--- config.mk ---
export PLATFORM = sky130hd
export DESIGN_NAME = ris_ctrl
export DESIGN_NICKNAME = d
export VERILOG_FILES = /design/src/rtl/core/record_insertion_sorter_macros.svh /design/src/rtl/core/ris_pkg.sv /design/src/rtl/core/ris_ctrl.sv
export SDC_FILE = /design/constraint.sdc
export NUM_CORES = 1
export LEC_CHECK = 0
export BUFFER_PORTS_ARGS = -buffer_cell sky130_fd_sc_hd__buf_4
export CAP_MARGIN = 20
export CELL_PAD_IN_SITES_DETAIL_PLACEMENT = 0
export CELL_PAD_IN_SITES_GLOBAL_PLACEMENT = 2
export CORE_UTILIZATION = 30
export DETAILED_ROUTE_END_ITERATION = 8
export PLACE_DENSITY_LB_ADDON = 0.1
export REMOVE_ABC_BUFFERS = 1
export SLEW_MARGIN = 20
export SYNTH_ARGS = -nofsm -noshare
export SYNTH_HDL_FRONTEND = slang
export SYNTH_SLANG_ARGS = --single-unit
--- constraint.sdc ---
create_clock -name clk -period 1.9 [get_ports clk]
set_clock_uncertainty 0.15 [all_clocks]
set_input_delay 0.095 -clock clk [delete_from_list [all_inputs] [get_ports clk]]
set_output_delay 0.095 -clock clk [all_outputs]
set_load 0.02 [all_outputs]
--- src/rtl/core/record_insertion_sorter_macros.svh ---
// assertion macros used by record_insertion_sorter.sv
`ifndef RECORD_INSERTION_SORTER_MACROS_SVH
`define RECORD_INSERTION_SORTER_MACROS_SVH

// same-cycle implication, checked outside reset
`define RIS_ASSERT_NOW(lbl, ante, cons, msg) \
  lbl: assert property (@(posedge clk) disable iff (!rst_n) (ante) |-> (cons)) else $error(msg);

// next-cycle implication, checked outside reset
`define RIS_ASSERT_NEXT(lbl, ante, cons, msg) \
  lbl: assert property (@(posedge clk) disable iff (!rst_n) (ante) |=> (cons)) else $error(msg);

`endif

--- src/rtl/core/ris_pkg.sv ---
package ris_pkg;

  localparam int RECORDS     = 8;
  localparam int TEXT_BYTES  = 20;
  localparam int FIELD_BYTES = 20;
  localparam int TEXT_W      = 8 * FIELD_BYTES;
  localparam int TAG_W       = (RECORDS > 1) ? $clog2(RECORDS) : 1;
  localparam int CNT_W       = $clog2(RECORDS + 1);
  localparam int CMP_W       = TEXT_W + TAG_W;

  typedef enum logic [1:0] {
    ST_LOAD,
    ST_SORT,
    ST_EMIT
  } ris_state_t;

  typedef struct packed {
    logic [TEXT_W-1:0] name;
    logic [TEXT_W-1:0] region;
    logic [7:0]        age;
  } rec_t;

  typedef struct packed {
    logic [TAG_W-1:0] tag;
    rec_t             rec;
  } slot_t;

  typedef struct packed {
    logic  valid;
    slot_t slot;
  } cell_t;

  typedef struct packed {
    logic take_left;
    logic take_right;
  } cell_ctl_t;

  typedef struct packed {
    logic shift_up;
    logic shift_down;
    logic sort_en;
    logic parity;
  } seq_ctl_t;

  // keeps only the bytes below TEXT_BYTES
  function automatic logic [TEXT_W-1:0] text_mask();
    logic [TEXT_W-1:0] m;
    m = '0;
    for (int b = 0; b < FIELD_BYTES; b++) begin
      if (b < TEXT_BYTES) begin
        m[TEXT_W-1-8*b -: 8] = 8'hFF;
      end
    end
    return m;
  endfunction

  localparam logic [TEXT_W-1:0] TEXT_MASK = text_mask();

  // clears every byte from the first zero on, so a plain compare acts like strcmp
  function automatic logic [TEXT_W-1:0] name_key(input logic [TEXT_W-1:0] t);
    logic [TEXT_W-1:0] k;
    logic              seen;
    k    = t;
    seen = 1'b0;
    for (int b = 0; b < FIELD_BYTES; b++) begin
      if (seen) begin
        k[TEXT_W-1-8*b -: 8] = 8'h00;
      end else if (t[TEXT_W-1-8*b -: 8] == 8'h00) begin
        seen = 1'b1;
      end
    end
    return k;
  endfunction

endpackage

--- src/rtl/core/ris_ctrl.sv ---
module ris_ctrl import ris_pkg::*; (
  input  logic             clk,
  input  logic             rst_n,
  input  logic             in_acc,
  input  logic             in_final,
  input  logic             out_acc,
  input  logic             last_out,
  output seq_ctl_t         ctl,
  output logic             in_ready,
  output logic             out_valid,
  output logic             dropped,
  output logic [TAG_W-1:0] tag
);

  ris_state_t       state_r, state_nxt;
  logic [CNT_W-1:0] fill_r, fill_nxt;
  logic [CNT_W-1:0] round_r, round_nxt;
  logic             overflow_r, overflow_nxt;
  logic             has_room;
  logic             sort_done;
  logic             sort_en;

  assign has_room  = fill_r < CNT_W'(RECORDS);
  assign sort_done = round_r == CNT_W'(RECORDS - 1);

  always_comb begin
    state_nxt = state_r;
    unique case (state_r)
      ST_LOAD: if (in_acc && in_final) state_nxt = ST_SORT;
      ST_SORT: if (sort_done) state_nxt = ST_EMIT;
      ST_EMIT: if (out_acc && last_out) state_nxt = ST_LOAD;
      default: state_nxt = ST_LOAD;
    endcase
  end

  always_comb begin
    in_ready  = 1'b0;
    out_valid = 1'b0;
    sort_en   = 1'b0;
    unique case (state_r)
      ST_LOAD: in_ready  = 1'b1;
      ST_SORT: sort_en   = 1'b1;
      ST_EMIT: out_valid = 1'b1;
      default: in_ready  = 1'b0;
    endcase
  end

  assign ctl.sort_en    = sort_en;
  assign ctl.shift_up   = in_acc && has_room;
  assign ctl.shift_down = out_acc;
  assign ctl.parity     = round_r[0];
  assign dropped        = overflow_r;
  assign tag            = fill_r[TAG_W-1:0];

  always_comb begin
    fill_nxt     = fill_r;
    overflow_nxt = overflow_r;
    round_nxt    = round_r;
    if (in_acc) begin
      if (has_room) begin
        fill_nxt = fill_r + CNT_W'(1);
      end else begin
        overflow_nxt = 1'b1;
      end
      round_nxt = '0;
    end
    if (state_r == ST_SORT) begin
      round_nxt = round_r + CNT_W'(1);
    end
    if (out_acc && last_out) begin
      fill_nxt     = '0;
      overflow_nxt = 1'b0;
    end
  end

  always_ff @(posedge clk) begin
    if (!rst_n) begin
      state_r    <= ST_LOAD;
      fill_r     <= '0;
      overflow_r <= 1'b0;
      round_r    <= '0;
    end else begin
      state_r    <= state_nxt;
      fill_r     <= fill_nxt;
      overflow_r <= overflow_nxt;
      round_r    <= round_nxt;
    end
  end

endmodule

==> run metrics <==
Final setup viols=0; I/O pin count=16; Synth top cells by count=dfxtp_1 (11), buf_4 (7), nor2_1 (7); biggest area consumer among synthesized cells=dfxtp_1; Final Worst Setup Slack=approximately 370 ps; Syn-to-layout area delta=27.00%; Initial Utilization=32.01%; CTS tree=done; fin. max-slew vios=0; core area=between 1500 and 2000 um2; status=finished, final reports clean; Cell Area, Synth=546.8 um2; ys async rst share=0%; Setup TNS Final=0 ps; die width=44.69 um; synthesis-stage register bit count=11; RSZ-0062 raised after global routing=false; vias per cell=4.475; worst vdd rail ir drop=0.5845 mV; Synth cell types=25; site row count=15; CP Capture Type=output port; post-synthesis sequential area ratio=40.27%; Total GRT Usage=12.67%; GP Congestion=0.6966; kind of critical path=input pin to output port; Critical Path Fanout Max=9; Area contributors post-synth=dfxtp_1 (40%), buf_4 (9.6%), nor2_1 (4.8%); First-pass DRT Iterations=4; vias=between 400 and 500; # diodes=0; clock root buffer=clkbuf_4; Remaining Overflow, GRT=0; Reg clk slew, reported paths=around 70 ps; Avg Cell Area, Syn=slightly above 9 um2; top-area cell type share of the netlist area=40.27%; dpl cells=92; die area=1997 um2; Worst Tran Pin Value=294.7 ps; Cells after Synth=59; fillcell total=~190; Hold Crit Class=input pin to flip-flop; MaxCap Viol Count=0; wire per inst=10.85 um; Final Core Density=40.66%; final non-filler cell total=99; die height=44.69 um; Setup Slack @ Placement=between 500 and 600 ps; largest net degree at the start of global routing=10; fmax=653.1 MHz; remaining antenna violation count=0; clk buf depth=2; Clock Latency Late Sink=270 ps; initial antenna violation count=0; Req. time, crit path=1650 ps; leak pwr=0.2990 nW; clk sinks=11; vias in the first global route=407; final wirelength=roughly 1.1 mm; first-pass GRT wire length=1.800 mm; Ys Warns=0; number of buffers created by CTS=3; slew margin rel.=80.31%; critical path arrival=1290 ps; most frequent cell after synthesis=dfxtp_1; crit path time final=between 1500 and 2000 ps; Post-synth EDFFs=0; Top FF cell, synth=dfxtp_1; DRC Markers=0; Power Total=~0.5 mW; final hold violations=0; Pwr Density=722.8 nW/um2; layout cell share with drive strength beyond 1=between 20% and 30%; starting DRC count in detailed routing=7; I/O Buffers=15; DP HPWL=775.2 um; Final #Nets=83; final period utilization=80.58%; CTS H-tree depth=1; startpoint types=input pin
## registers in the layout, summed over array words and instances, names as in the netlist
register  flops
state_r       2
dropped       1
round_r       4
fill_r        4
## report_power, final
part | leakage, nW | internal (mW) | switching, mW
Clock | 0.0150 | 0.0812 | 0.0771
Combinational | 0.195 | 0.0456 | 0.0508
Sequential | 0.0893 | 0.239 | 0.00839
Total | 0.299 | 0.366 | 0.136
## what timing repair did
item	4_1_cts	5_1_grt
hold buffers	3	0
setup buffers	0	0
hold endpoints to repair	5	0
resized for setup	0	0
## metrics by stage
stage	cell area, um2	hold slack, ps
2_1_floorplan	494.2	40.00
3_3_place_gp	638.1	203.7
3_5_place_dp	638.1	206.3
4_1_cts	694.4	58.01
5_1_grt	694.4	57.98
6_report	694.4	69.79
## layout by cell type, fill, tap and decap left out, types with 2 or more instances in the layout
cell type	n
nor3b_1	2
dlygate4sd3_1	3
nor2b_1	2
nand3_1	2
ha_1	2
dfxtp_1	11
a21oi_1	5
nand2_1	4
buf_4	15
clkbuf_4	3
nand3b_1	2
nor2_1	7
## cell families after synthesis
| logic type | count (synthesis) | share of synthesized area, % |
|---|---|---|
| mux | 2 | 4.576 |
| fa+ha+maj | 2 | 4.576 |
| buf+inv | 9 | 11.44 |
| simple gates | 22 | 21.74 |
| flops | 11 | 40.27 |
| xor+xnor | 2 | 3.204 |
| compound gates | 11 | 14.19 |
## critical path, stage by stage
cell           delay (ps)
dlygate4sd3_1         530
buf_4                 160
nor2b_1               300
buf_4                 200
## final timing paths
check	endpoint	slack, ps	depth (start not counted)	from
setup / recovery	ctl[3]	370	4	in_acc
hold / removal	fill_r[2]	70	4	last_out
setup reg to reg	round_r[2]	590	4	state_r[0]
hold reg to reg	dropped	320	2	dropped
## cell type report
class | instances | area [um2] | share of cell area (%)
clock buffer | 4 | 26.28 | 3.784
inverter | 2 | 10.01 | 1.441
multi-input combinational | 39 | 264.0 | 38.02
sequential | 11 | 220.2 | 31.71
tap | 25 | 31.28 | 4.505
timing repair buffer | 18 | 142.6 | 20.54
## routing by layer
metal	share of wire (%)	routed length [um]	track usage (%)
met5	0	0	0
met1	43	462	15.42
met3	5.9	63	7.200
met2	50	538	20.00
met4	0.93	10	1.818
Power figures use the tool's default switching activity.
