File: src/rtl/core/record_insertion_sorter_macros.svh
// assertion macros used by record_insertion_sorter.sv
`ifndef RECORD_INSERTION_SORTER_MACROS_SVH
`define RECORD_INSERTION_SORTER_MACROS_SVH

// same-cycle implication, checked outside reset
`define RIS_ASSERT_NOW(lbl, ante, cons, msg) \
  lbl: assert property (@(posedge clk) disable iff (!rst_n) (ante) |-> (cons)) else $error(msg);

// next-cycle implication, checked outside reset
`define RIS_ASSERT_NEXT(lbl, ante, cons, msg) \
  lbl: assert property (@(posedge clk) disable iff (!rst_n) (ante) |=> (cons)) else $error(msg);

`endif

File: src/rtl/core/ris_pkg.sv
package ris_pkg;

  localparam int RECORDS     = 8;
  localparam int TEXT_BYTES  = 20;
  localparam int FIELD_BYTES = 20;
  localparam int TEXT_W      = 8 * FIELD_BYTES;
  localparam int TAG_W       = (RECORDS > 1) ? $clog2(RECORDS) : 1;
  localparam int CNT_W       = $clog2(RECORDS + 1);
  localparam int CMP_W       = TEXT_W + TAG_W;

  typedef enum logic [1:0] {
    ST_LOAD,
    ST_SORT,
    ST_EMIT
  } ris_state_t;

  typedef struct packed {
    logic [TEXT_W-1:0] name;
    logic [TEXT_W-1:0] region;
    logic [7:0]        age;
  } rec_t;

  typedef struct packed {
    logic [TAG_W-1:0] tag;
    rec_t             rec;
  } slot_t;

  typedef struct packed {
    logic  valid;
    slot_t slot;
  } cell_t;

  typedef struct packed {
    logic take_left;
    logic take_right;
  } cell_ctl_t;

  typedef struct packed {
    logic shift_up;
    logic shift_down;
    logic sort_en;
    logic parity;
  } seq_ctl_t;

  // keeps only the bytes below TEXT_BYTES
  function automatic logic [TEXT_W-1:0] text_mask();
    logic [TEXT_W-1:0] m;
    m = '0;
    for (int b = 0; b < FIELD_BYTES; b++) begin
      if (b < TEXT_BYTES) begin
        m[TEXT_W-1-8*b -: 8] = 8'hFF;
      end
    end
    return m;
  endfunction

  localparam logic [TEXT_W-1:0] TEXT_MASK = text_mask();

  // clears every byte from the first zero on, so a plain compare acts like strcmp
  function automatic logic [TEXT_W-1:0] name_key(input logic [TEXT_W-1:0] t);
    logic [TEXT_W-1:0] k;
    logic              seen;
    k    = t;
    seen = 1'b0;
    for (int b = 0; b < FIELD_BYTES; b++) begin
      if (seen) begin
        k[TEXT_W-1-8*b -: 8] = 8'h00;
      end else if (t[TEXT_W-1-8*b -: 8] == 8'h00) begin
        seen = 1'b1;
      end
    end
    return k;
  endfunction

endpackage

File: src/rtl/core/ris_cell.sv
module ris_cell import ris_pkg::*; (
  input  logic      clk,
  input  logic      rst_n,
  input  cell_ctl_t ctl,
  input  logic      by_name,
  input  cell_t     left_i,
  input  cell_t     right_i,
  output cell_t     cell_o,
  output logic      right_wins
);

  logic              valid_r, valid_nxt;
  slot_t             slot_r, slot_nxt;
  logic [TEXT_W-1:0] own_key, right_key;
  logic [CMP_W-1:0]  own_w, right_w;

  always_comb begin
    priority if (ctl.take_left) begin
      valid_nxt = left_i.valid;
      slot_nxt  = left_i.slot;
    end else if (ctl.take_right) begin
      valid_nxt = right_i.valid;
      slot_nxt  = right_i.slot;
    end else begin
      valid_nxt = valid_r;
      slot_nxt  = slot_r;
    end
  end

  always_ff @(posedge clk) begin
    if (!rst_n) begin
      valid_r <= 1'b0;
    end else begin
      valid_r <= valid_nxt;
    end
  end

  always_ff @(posedge clk) begin
    slot_r <= slot_nxt;
  end

  assign cell_o.valid = valid_r;
  assign cell_o.slot  = slot_r;

  // key, then older arrival wins a tie
  assign own_key   = by_name ? name_key(slot_r.rec.name) : TEXT_W'(slot_r.rec.age);
  assign right_key = by_name ? name_key(right_i.slot.rec.name) : TEXT_W'(right_i.slot.rec.age);
  assign own_w     = {own_key, ~slot_r.tag};
  assign right_w   = {right_key, ~right_i.slot.tag};

  assign right_wins = valid_r && right_i.valid && (right_w > own_w);

endmodule

File: config.mk
export PLATFORM = sky130hd
export DESIGN_NAME = ris_cell
export DESIGN_NICKNAME = d
export VERILOG_FILES = /design/src/rtl/core/record_insertion_sorter_macros.svh /design/src/rtl/core/ris_pkg.sv /design/src/rtl/core/ris_cell.sv
export SDC_FILE = /design/constraint.sdc
export NUM_CORES = 1
export LEC_CHECK = 0
export BUFFER_PORTS_ARGS = -buffer_cell sky130_fd_sc_hd__buf_2
export CORE_AREA = 4 4 390 392
export CTS_BUF_LIST = sky130_fd_sc_hd__clkbuf_16
export CTS_CLUSTER_DIAMETER = 150
export DETAILED_ROUTE_END_ITERATION = 8
export DIE_AREA = 0 0 394 396
export PLACE_DENSITY = 0.35
export SLEW_MARGIN = 20
export SYNTH_ARGS = -nofsm -noshare
export SYNTH_HDL_FRONTEND = slang
export SYNTH_SLANG_ARGS = --single-unit
File: constraint.sdc
create_clock -name clk -period 13.6 [get_ports clk]
set_input_delay 0.68 -clock clk [delete_from_list [all_inputs] [get_ports clk]]
set_output_delay 0.68 -clock clk [all_outputs]
set_load 0.05 [all_outputs]
==> summary.md, run 1 <==
| Metric | Value |
|---|---|
| Unique cell type count in the Yosys netlist | 58 |
| Most frequent cells in the layout | buf_2, edfxtp_1, mux2_2 |
| Drt drc | 0 |
| Synth area leaders | edfxtp_1, mux2_2, ha_1 |
| Max cap viols | 0 |
| Post-synth top flop | edfxtp_1 |
| Vias per cell | 3.86 |
| Most common cell after layout, fill and taps aside | buf_2 |
| DRT Wirelength | 116 mm |
| Met2 usage | 0.254 |
| Met1 usage | 0.151 |
| Crit path largest cell delay | 0.69 ns |
| DIE WIDTH | 394 µm |
| Crit Path Max Fanout | 26 |
| Power Total | 3.69 mW |
| Vias in the first global route | 18854 |
| Largest net degree at the start of global routing | 131 |
| Leakage | 12.5 nW |
| Ys async rst share | 0 |
| Area of the multi-input gates | 0.00986 mm² |
| Cts hold-fix bufs | 0 |
| Clk_skew | 0 ns |
| Reg2reg setup slack | 12.81 ns |
| Final Slew Violations | 0 |
| Effective utilization at floorplan | 0.135 |
| Post-detail-place hpwl | 98.5 mm |
| Post-cts resize count | 0 |
| Skew-Pair Late Insertion Delay | 0.65 ns |
| All-Layer GR Usage | 0.142 |
| Post-Syn Nets | 2454 |
| Fraction of layout cells with a size suffix above 1 | 0.536 |
| Root buf cell | clkbuf_16 |
| Global-route wire length before repair | 156 mm |
| Die height | 396 µm |
| Hold Crit Class | in2reg |
| Layout Nets | 3460 |
| Full die area | 0.156 mm² |
| CTS Buffer Depth | 3 |
| FF-to-FF path depth | 3 |
| Per-cell routed wire length | 25.0 µm |
| Grt ovf | 0 |
| RSZ-0062 raised after global routing | no |
| Slowest cell on crit path | a2111oi_2 |
| VDD IR max | 88.7 µV |
| Total clock buffers created by CTS | 47 |
| Least-Margin Pin Slew | 1.14 ns |
| GPL Wtd Cong | 0.864 |
| WHS Endpoint | valid_r$_SDFFE_PN0P_ |
| Post-CTS setup buffers | 0 |
| Final period util | 0.549 |
| CTS sink count | 332 |
| CTS tree | yes |
| Drt first pass iters | 4 |
| Crit. Startpoint | by_name |
| Post-synth EDFFs | 331 |
| Core area | 0.149 mm² |
| Outcome | finished, final reports clean |
| Kind of end point of the critical path | primary output |
| Synthesized instance count | 1622 |
| Via count | 17909 |
| DRT iter0 DRCs | 853 |
| Initial antenna violation count | 78 |
| Setup TNS | 0 ns |
| Achievable Freq | 134 MHz |
| Met3 usage | 0.0644 |
| FF+latch area | 0.00996 mm² |
| Power Density | 127 mW/mm² |
| Ys Warns | 0 |
| Post-Syn Area | 0.0201 mm² |
| H-tree levels | 2 |
| Placed cells | 4523 |
| Reg2reg end | valid_r$_SDFFE_PN0P_ |
| Area leader, netlist | edfxtp_1 |
| Crit path cell chain | buf_2, buf_4, inv_2, a21oi_2, and3_1, buf_4, and3_1, and3_1, and3_1, a21boi_2, a22oi_1, ha_1, a21oi_1, o21ai_0, a2111oi_2, o221ai_1, a211oi_1, nor4_1, o31ai_1, a21boi_1, buf_2 |
| Site Rows | 142 |
| Startpoint types | input pin |
| Kind of critical path | in2out |
| Flops & latches, synth | 332 |
| Busiest grt layer | met2 |
| Area growth from synthesis to layout | 44.9% |
| Slew headroom | 0.233 |
| Clock period minus worst slack | 7.47 ns |
| Register area share after synthesis | 0.497 |
| Final Hold Violating Endpoints | 0 |
| Routed Antenna Nets | 0 |
| Clock transition at path regs | 0.06 ns |
| Hold Crit Depth | 2 |
| Cell mode on critical path | and3_1 |
| Post-synth top area share | 0.496 |
| CP arrival | 6.79 ns |
| Ports | 1002 |
| Worst Path Required | 12.92 ns |
| Number of fill cells | 16537 |
| PortBufs | 1001 |
| Min-delay src | rst_n |
| Syn Area/Cell | 12.4 µm² |
| Reg-to-Reg Start | valid_r$_SDFFE_PN0P_ |
| Fin cells | 4639 |
| Final setup viols | 0 |
## area by class of cell
cell class / instances / area share
Antenna cell: 30 / 0.00258
Clock buffer: 47 / 0.0405
Clock inverter: 39 / 0.0126
Inverter: 6 / 0.000775
Multi-Input combinational cell: 1223 / 0.339
Sequential cell: 332 / 0.343
Tap cell: 1944 / 0.0837
Timing Repair Buffer: 1018 / 0.178
## report_power, final
group	internal (mW)	total [mW]	leakage (nW)	switching (mW)
clock	0.726	1.27	0.782	0.544
sequential	1.26	1.34	3.38	0.0808
combinational	0.320	1.08	8.30	0.758
## critical path: cells and delay by family
| family | cells | cell delay (ns) |
|---|---|---|
| adder cells (fa/ha/maj) | 1 | 0.34 |
| buffers and inverters | 5 | 1.08 |
| AND/OR/NAND/NOR | 5 | 1.48 |
| AO/OA/AOI/OAI | 10 | 3.15 |
## through the flow
stage / setup WS (ns) / utilization / hold WS (ns) / cell area (µm²)
2_1_floorplan: 7.46 / - / 0.626 / 20100
3_3_place_gp: 5.69 / 0.184 / 0.664 / 27400
3_5_place_dp: 5.63 / 0.184 / 0.667 / 27400
4_1_cts: 5.58 / 0.195 / 0.153 / 29000
5_1_grt: 5.28 / 0.195 / 0.181 / 29000
6_report: 6.13 / 0.195 / 0.235 / 29100
## flip-flops by register name, indices dropped and copies added (netlist names)
register	flops
cell_o	331
valid_r	1
## per-layer routing
layer	share of wire	wire, µm
met1	0.37	42600
met2	0.50	58300
met3	0.10	12100
met4	0.026	3080
met5	0.0013	153
## worst max-delay path by stage
stage,endpoint,slack (ns)
floorplan,cell_o[0]$_DFFE_PP_,7.46
global placement,right_wins,5.69
detailed placement,right_wins,5.63
CTS,right_wins,5.58
global route,right_wins,5.28
finish,right_wins,6.13
## cells by family after synthesis
group / Yosys count / synth area share
flip-flops: 332 / 0.497
AO/OA/AOI/OAI: 164 / 0.0553
buffers and inverters: 67 / 0.0129
adder cells (fa/ha/maj): 163 / 0.102
AND/OR/NAND/NOR: 566 / 0.148
multiplexers: 330 / 0.185
## cell usage after synthesis (9+ instances only)
cell,instances
o21ai_0,22
mux2_2,329
and2_1,104
a211oi_1,11
nor4_1,74
ha_1,163
or4_1,12
nor3_1,9
and3_1,66
clkbuf_1,58
nand4_1,34
nand3_1,15
edfxtp_1,331
nand2_1,207
nor2_1,25
a21oi_1,49
a21o_1,19
Note: power is estimated with default switching activity, not from simulation.
==> inputs of run 2 (changes only) <==
==> constraint.sdc (replaced) <==
create_clock -name clk -period 7.2 [get_ports clk]
set_input_delay 0.36 -clock clk [delete_from_list [all_inputs] [get_ports clk]]
set_output_delay 0.36 -clock clk [all_outputs]
set_load 0.05 [all_outputs]
==> run 2 against run 1 <==
- register-to-register slack lost 7.0 ns
- non-clock buffer count rose by 328
- clock power grew 81%
- die area unchanged
- cell count increased by 6.7%
- clock-buffer cell count down 1
- worst hold slack got worse by 0.17 ns
- routed wire length up 2.9%
- sequential power increased by 90%
- cell area increased by 11%
- critical path type is now reg2out
==> summary.md, run 2 (same netlist as run 1, synthesis figures left out) <==
| Metric | Value |
|---|---|
| CTS sink count | 332 |
| Full die area | 0.156 mm² |
| Outcome | finished, final reports clean |
| Drt drc | 0 |
| Hold Crit Class | in2reg |
| Final Slew Violations | 0 |
| Slowest cell on crit path | and3_1 |
| Power Density | 219 mW/mm² |
| Final setup viols | 0 |
| RSZ-0062 raised after global routing | no |
| Clock transition at path regs | 0.06 ns |
| Per-cell routed wire length | 24.2 µm |
| FF-to-FF path depth | 4 |
| Die height | 396 µm |
| Crit Path Max Fanout | 14 |
| Core area | 0.149 mm² |
| Ports | 1002 |
| Setup TNS | 0 ns |
| Kind of critical path | reg2out |
| Achievable Freq | 153 MHz |
| Least-Margin Pin Slew | 1.06 ns |
| CP arrival | 6.19 ns |
| Final period util | 0.910 |
| DRT iter0 DRCs | 899 |
| Cell mode on critical path | buf_4 |
| Worst Path Required | 6.84 ns |
| H-tree levels | 2 |
| Effective utilization at floorplan | 0.135 |
| Worst Path Buf+Inv | 5 |
| GPL Wtd Cong | 0.859 |
| DIE WIDTH | 394 µm |
| All-Layer GR Usage | 0.146 |
| Initial antenna violation count | 62 |
| Via count | 19220 |
| Most common cell after layout, fill and taps aside | buf_2 |
| Crit path largest cell delay | 0.50 ns |
| Crit path cell chain | nor4_2, buf_2, a21oi_2, buf_4, and3_2, and3_1, and3_1, and3_2, a21boi_4, a22oi_1, ha_1, a21oi_1, o21ai_0, a2111oi_2, buf_4, o221ai_1, a211oi_1, buf_4, nor4_1, o31ai_1, a21boi_1, buf_2 |
| CTS tree | yes |
| Min Hold Slack | 0.0612 ns |
| Startpoint types | flip-flop |
| Routed Antenna Nets | 0 |
| Site Rows | 142 |
| Hold Crit Depth | 2 |
| Vias per cell | 3.88 |
| Clock period minus worst slack | 6.55 ns |
| Kind of end point of the critical path | primary output |
| Power Total | 7.07 mW |
| Final Hold Violating Endpoints | 0 |
| Area growth from synthesis to layout | 61.0% |
| CTS Buffer Depth | 3 |
| Post-detail-place hpwl | 100 mm |
| Drt first pass iters | 5 |
| DRT Wirelength | 120 mm |
| Crit-path leading delay family | compound AO/OA/AOI/OAI gates |
| CP Depth | 22 |
| Core Util, Final | 0.217 |
| Leakage | 13.8 nW |
| Total clock buffers created by CTS | 46 |
| Grt ovf | 0 |
| Max reg flops | 331 |
| Most frequent cells in the layout | buf_2, edfxtp_1, mux2_2 |
| Number of fill cells | 16356 |
| PortBufs | 1001 |
| Global-route wire length before repair | 161 mm |
| Fraction of layout cells with a size suffix above 1 | 0.480 |
| Layout Nets | 3787 |
| Clk_skew | 0 ns |
| Slew headroom | 0.291 |
| Skew-Pair Late Insertion Delay | 0.60 ns |
| Reg2reg setup slack | 5.84 ns |
| VDD IR max | 182 µV |
| Root buf cell | clkbuf_16 |
| Largest net degree at the start of global routing | 140 |
| Vias in the first global route | 20290 |
| Max cap viols | 0 |
[run 2: changes by cell type in the layout (fill, tap and decap cells not counted), sizes merged, moves of 5 or more]
cell,delta
diode,-9
dlygate4sd3,+323
buf,+5
clkinv,-5
[run 2: area by class of cell]
class                   count  area, µm²  area share
diodes                     21       52.6     0.00163
clock inverters            33        317     0.00980
flip-flops and latches    332       9960       0.308
inverters                   6       22.5    0.000698
well taps                1944       2430      0.0753
clock buffers              46       1150      0.0357
repair buffers           1346       8480       0.263
multi-input cells        1223       9880       0.306
[run 2: power breakdown]
group          internal (mW)  switching, mW  leakage [nW]
clock network           1.31          0.994         0.730
registers               2.38          0.156          3.38
logic                  0.743           1.49          9.69
[run 2: timing repair]
| action | 4_1_cts | 5_1_grt |
|---|---|---|
| hold buffers | 323 | 0 |
| endpoints found under the setup margin | 1 | 1 |
| buffers inserted | 0 | 0 |
| resized for setup | 2 | 2 |
| endpoints found under the hold margin | 223 | 0 |
[run 2: metrics by stage]
step,setup WS (ns),instance area [µm²],cells
floorplan,1.38,20100,1622
global placement,0.279,27500,4527
detailed placement,0.331,27500,4528
CTS,0.0394,32200,4930
global route,0.0768,32300,4936
finish,0.647,32300,4951
[run 2: layer usage]
layer	track usage	vias up	share of wire
met2	0.269	782	0.51
met1	0.158	9263	0.37
met4	0.0278	20	0.021
li1	-	8991	-
met5	0	-	0.00090
met3	0.0584	164	0.096
[run 2: path summary, 6_finish.rpt]
check,from,to
worst max-delay path,cell_o[326]$_DFFE_PP_,right_wins
worst min-delay path,right_i[16],cell_o[16]$_DFFE_PP_
worst max register to register,valid_r$_SDFFE_PN0P_,valid_r$_SDFFE_PN0P_
worst min register to register,valid_r$_SDFFE_PN0P_,valid_r$_SDFFE_PN0P_
